==> src/hw/rtl/r2fft_pkg.sv <==
package r2fft_pkg;

  localparam int MAX_POINTS_DEF = 64;
  localparam int DATA_W = 23;
  localparam int SAMPLE_W = 16;
  localparam int TW_W = 16;
  localparam int ROM_LOG2 = 6;
  localparam int ROM_DEPTH = 32;
  localparam int CFG_DATA_W = 3;
  localparam int CFG_IDX_W = 1;

  localparam logic [CFG_IDX_W-1:0] REG_INVERSE = 1'd0;
  localparam logic [CFG_IDX_W-1:0] REG_LOG2 = 1'd1;

  typedef enum logic [2:0] {
    ST_LOAD,
    ST_BF_READ,
    ST_BF_WAIT,
    ST_BF_CALC,
    ST_BF_WRITE,
    ST_EMIT_READ,
    ST_EMIT_OUT
  } state_t;

  typedef logic signed [DATA_W-1:0] data_t;

  function automatic logic signed [TW_W-1:0] quarter_sine(input logic [4:0] k);
    logic signed [TW_W-1:0] v;
    case (k)
      5'd0: v = 16'sd0;
      5'd1: v = 16'sd3212;
      5'd2: v = 16'sd6393;
      5'd3: v = 16'sd9512;
      5'd4: v = 16'sd12540;
      5'd5: v = 16'sd15447;
      5'd6: v = 16'sd18205;
      5'd7: v = 16'sd20788;
      5'd8: v = 16'sd23170;
      5'd9: v = 16'sd25330;
      5'd10: v = 16'sd27246;
      5'd11: v = 16'sd28899;
      5'd12: v = 16'sd30274;
      5'd13: v = 16'sd31357;
      5'd14: v = 16'sd32138;
      5'd15: v = 16'sd32610;
      5'd16: v = 16'sd32767;
      default: v = 16'sd0;
    endcase
    return v;
  endfunction

  function automatic logic [2*TW_W-1:0] twiddle(input logic [4:0] k);
    logic signed [TW_W-1:0] c;
    logic signed [TW_W-1:0] s;
    if (k <= 5'd16) begin
      c = quarter_sine(5'd16 - k);
      s = quarter_sine(k);
    end else begin
      c = -quarter_sine(k - 5'd16);
      s = quarter_sine(5'd0 - k);
    end
    return {c, s};
  endfunction

  function automatic data_t sat23(input logic signed [DATA_W:0] x);
    data_t r;
    if (x[DATA_W] != x[DATA_W-1]) begin
      r = x[DATA_W] ? {1'b1, {(DATA_W-1){1'b0}}} : {1'b0, {(DATA_W-1){1'b1}}};
    end else begin
      r = x[DATA_W-1:0];
    end
    return r;
  endfunction

endpackage

==> src/hw/rtl/r2fft_bfly.sv <==
module r2fft_bfly (
  input  logic clk,
  input  logic load,
  input  logic bypass,
  input  logic inverse,
  input  logic signed [r2fft_pkg::TW_W-1:0] wr,
  input  logic signed [r2fft_pkg::TW_W-1:0] wi,
  input  r2fft_pkg::data_t ar,
  input  r2fft_pkg::data_t ai,
  input  r2fft_pkg::data_t br,
  input  r2fft_pkg::data_t bi,
  output r2fft_pkg::data_t top_r,
  output r2fft_pkg::data_t top_i,
  output r2fft_pkg::data_t bot_r,
  output r2fft_pkg::data_t bot_i
);

  localparam int PW = r2fft_pkg::DATA_W + r2fft_pkg::TW_W;

  logic signed [PW-1:0] p_rr, p_ii, p_ri, p_ir;
  logic signed [PW+1:0] sum_r, sum_i;
  logic signed [PW+1-15:0] t_r, t_i;
  logic signed [r2fft_pkg::DATA_W:0] tr, ti;
  r2fft_pkg::data_t ar_q, ai_q, br_q, bi_q;
  logic bypass_q;
  logic signed [r2fft_pkg::TW_W-1:0] wi_eff;

  assign wi_eff = inverse ? wi : -wi;

  always_ff @(posedge clk) begin
    if (load) begin
      p_rr <= PW'(wr) * PW'(br);
      p_ii <= PW'(wi_eff) * PW'(bi);
      p_ri <= PW'(wr) * PW'(bi);
      p_ir <= PW'(wi_eff) * PW'(br);
      ar_q <= ar;
      ai_q <= ai;
      br_q <= br;
      bi_q <= bi;
      bypass_q <= bypass;
    end
  end

  always_comb begin
    sum_r = (PW+2)'(p_rr) - (PW+2)'(p_ii) + (PW+2)'(16384);
    sum_i = (PW+2)'(p_ri) + (PW+2)'(p_ir) + (PW+2)'(16384);
    t_r = sum_r[PW+1:15];
    t_i = sum_i[PW+1:15];
    if (bypass_q) begin
      tr = (r2fft_pkg::DATA_W+1)'(br_q);
      ti = (r2fft_pkg::DATA_W+1)'(bi_q);
    end else begin
      tr = t_r[r2fft_pkg::DATA_W:0];
      ti = t_i[r2fft_pkg::DATA_W:0];
    end
    top_r = r2fft_pkg::sat23((r2fft_pkg::DATA_W+1)'(ar_q) + tr);
    top_i = r2fft_pkg::sat23((r2fft_pkg::DATA_W+1)'(ai_q) + ti);
    bot_r = r2fft_pkg::sat23((r2fft_pkg::DATA_W+1)'(ar_q) - tr);
    bot_i = r2fft_pkg::sat23((r2fft_pkg::DATA_W+1)'(ai_q) - ti);
  end

endmodule

==> config.mk <==
export PLATFORM = sky130hd
export DESIGN_NAME = r2fft_bfly
export DESIGN_NICKNAME = d
export VERILOG_FILES = /design/src/hw/rtl/r2fft_pkg.sv /design/src/hw/rtl/r2fft_bfly.sv
export SDC_FILE = /design/constraint.sdc
export NUM_CORES = 2
export LEC_CHECK = 0
export BUFFER_PORTS_ARGS = -buffer_cell sky130_fd_sc_hd__buf_2
export CORE_MARGIN = 5
export CORE_UTILIZATION = 60
export CTS_BUF_LIST = sky130_fd_sc_hd__clkbuf_8
export CTS_CLUSTER_DIAMETER = 100
export CTS_CLUSTER_SIZE = 24
export DETAILED_ROUTE_END_ITERATION = 6
export PLACE_DENSITY = 0.8
export RECOVER_POWER = 50
export SETUP_SLACK_MARGIN = 0.02
export SYNTH_ARGS = -nofsm -noshare
export SYNTH_HDL_FRONTEND = slang
export SYNTH_SLANG_ARGS = --single-unit
==> constraint.sdc <==
create_clock -name clk -period 8.4 [get_ports clk]
set_input_delay 0.42 -clock clk [delete_from_list [all_inputs] [get_ports clk]]
set_output_delay 0.42 -clock clk [all_outputs]
set_load 0.02 [all_outputs]
==> metrics.txt <==
Primary FF master, synth edfxtp_1; DRT antenna net count 0; Slowest-stage cell, CP clkbuf_1; # rows 125; # H-tree levels 1; kind of cell adding the most delay to the critical path adder cells; input/output buffers 219; Global Route Usage Sum 0.318; vias in the first global route 57700; critical path cell sequence clkbuf_1, nand2_1, fa_1, inv_1, fa_1, inv_1, fa_1, inv_1, fa_1, fa_1, inv_1, fa_1, inv_1, ha_1, and3_1, and3_1, a22o_1, a311oi_1, a21boi_0, nor2_1, o311ai_0, a2111oi_0, or3b_2; pre-CTS setup slack -0.162 ns; Worst EP required around 8.9 ns; Worst Path Arrival 8.61 ns; die width 352 µm; cts bufs inserted 23; crit path max fanout 33; outcome finished with violations; Critical Path Most Common Cell fa_1; RSZ-0062 raised after global routing yes; die height ~350 µm; Final Hold Viols 0; Yosys cell types 92; Final Setup Violations 0; Initial Util 0.604; share of flip-flops with an asynchronous set or reset 0; failing checks DRC, capacitance limit, slew limit; max_cap viols 24; Min-Delay Startpoint ar[7]; final slew viol count 831; Tcrit/Tclk final 0.969; # DRC 2; CP bufs+invs 6; DIE AREA 124000 µm²; Ports 220; Slew HR -3.35; Slew @ Worst Pin 6.52 ns; Synth Register Bits between 200 and 250; CP max stage delay 1.72 ns; CTS root buffer clkbuf_8; fin nets 9920; Mapped Area roughly 70000 µm²; critical path capture point type flop; Syn-to-layout area delta 7.08%; Core ar. 116000 µm²; pin count of the biggest net entering global routing 148; worst hold path stage count 2; CTS tree built; Initial DRT Pass Iterations 7; initial antenna violation count 30; WL/cell about 21 µm; critical path launch point type input port; Setup WS post-layout ~0.26 ns; vias between 50000 and 60000; grt total ovfl 0; first-pass GRT wire length 311 mm; YS warnings 0; Hold Path Class in2reg; Synth Instances 7536; final wirelength 195 mm; Syn Area/Cell 9.31 µm²; Post-synth EDFFs 249; Max Freq 0.123 GHz; syn_nets just under 10000; Clk pin slew, worst setup/hold paths approximately 0.13 ns; GP Congestion 0.958; fillers just over 9000; share of cells above drive strength 1 0.0723; crit path from bi[17]; routed vias/inst 5.68; Tmin final 8.14 ns; worst hold path endpoint ar_q[7]$_DFFE_PP_; register area share after synthesis 0.107; Sink Count 249; Post-DP HPWL 160 mm; largest buffer count on any clock path 3; DRT iter0 DRCs 3943; WS Path Type in2reg
[layout by cell type, fill, tap and decap left out, drive strengths merged, types with 18 or more instances in the layout]
cell type,instances
nor2,239
nand3,48
and2,507
and3,25
mux2,18
edfxtp,249
o31ai,22
or2,19
buf,392
a21o,146
fa,1444
maj3,70
ha,623
dlygate4sd3,47
o21bai,44
nand2,972
clkbuf,83
nor2b,35
o21a,24
xor2,82
a31oi,18
a21oi,232
a211oi,19
nand2b,73
inv,1751
nor3,38
o21ai,99
xnor2,224
[final cells by class]
class	instances	area (µm²)	share of cell area
multi-input combinational	5210	55100	0.734
sequential	249	7480	0.0996
inverter	1742	6540	0.0871
timing repair buffer	499	3430	0.0457
tap	1524	1910	0.0254
clock buffer	23	317	0.00421
clock inverter	19	280	0.00373
antenna	9	22.5	0.000300
[kinds of logic (layout without fill, tap and decap cells)]
logic type	after synthesis	after routing	synth area share
DFF	249	249	0.107
muxes	33	33	0.00503
other	0	9	0
xor gates and xnor gates	306	306	0.0385
buffers and inverters	2077	2283	0.112
and+or+nand+nor	2018	2018	0.137
adders and majority gates	2137	2137	0.534
AOI/OAI and AO/OA	716	716	0.0677
[layer usage]
metal / part of all wire / up-vias / track usage / wire [µm]
met1: 0.38 / 26400 / 0.409 / 74000
met5: 0.0011 / - / 0 / 206
li1: - / 23100 / - / -
met2: 0.46 / 2525 / 0.526 / 90800
met3: 0.11 / 587 / 0.0794 / 21900
met4: 0.043 / 24 / 0.117 / 8310
[sequential cells by signal, indices dropped and copies added, names as in the netlist]
name / cells
p_ii: 39
p_ir: 39
p_ri: 39
p_rr: 39
ai_q: 23
ar_q: 23
bi_q: 23
br_q: 23
bypass_q: 1
[how the worst max path moves through the flow]
stage	depth (start not counted)	to	slack (ns)
2_1_floorplan	33	p_ii[37]$_DFFE_PP_	0.41
3_3_place_gp	31	p_ir[36]$_DFFE_PP_	-0.07
3_5_place_dp	31	p_ir[36]$_DFFE_PP_	-0.16
4_1_cts	27	bot_i[9]	0.05
5_1_grt	30	top_i[3]	-0.01
6_report	23	p_ii[37]$_DFFE_PP_	0.26
[cell usage after synthesis (23+ instances only)]
master,number,share of area
o21bai_1,44,0.0047
nand2_1,972,0.052
and2_1,507,0.045
ha_1,623,0.11
nor2_1,237,0.013
a21oi_1,230,0.016
o21ai_0,89,0.0064
xnor2_1,223,0.028
o21a_1,24,0.0026
maj3_1,51,0.0073
nor2b_1,35,0.0031
inv_1,1739,0.093
fa_1,1444,0.41
nand2b_1,73,0.0065
edfxtp_1,249,0.11
nand3_1,47,0.0034
and3_1,23,0.0021
nor3_1,36,0.0026
a21o_1,145,0.016
clkbuf_1,314,0.017
xor2_1,80,0.010
[metrics by stage]
stage	hold slack, ns	cell area (µm²)	instances	util	setup TNS (ns)
after CTS	0.125	75100	9261	0.646	0
after global routing	0.382	75100	9269	0.646	-0.0188
after global placement	0.598	74000	9172	0.637	-0.0716
final	0.406	75100	9275	0.646	0
after floorplan	0.519	70100	7536	-	0
after detailed placement	0.598	74000	9172	0.637	-0.337
[what timing repair did]
action | CTS | global route
endpoints found under the setup margin | 10 | 84
endpoints found under the hold margin | 47 | 0
hold buffers | 47 | 0
resized for setup | 1 | 10
pin swaps | 0 | 5
buffers inserted | 0 | 5
Power is left out: the tool's default activity adds up to more than one toggle a clock period on the data nets, which glitch-free logic cannot reach.
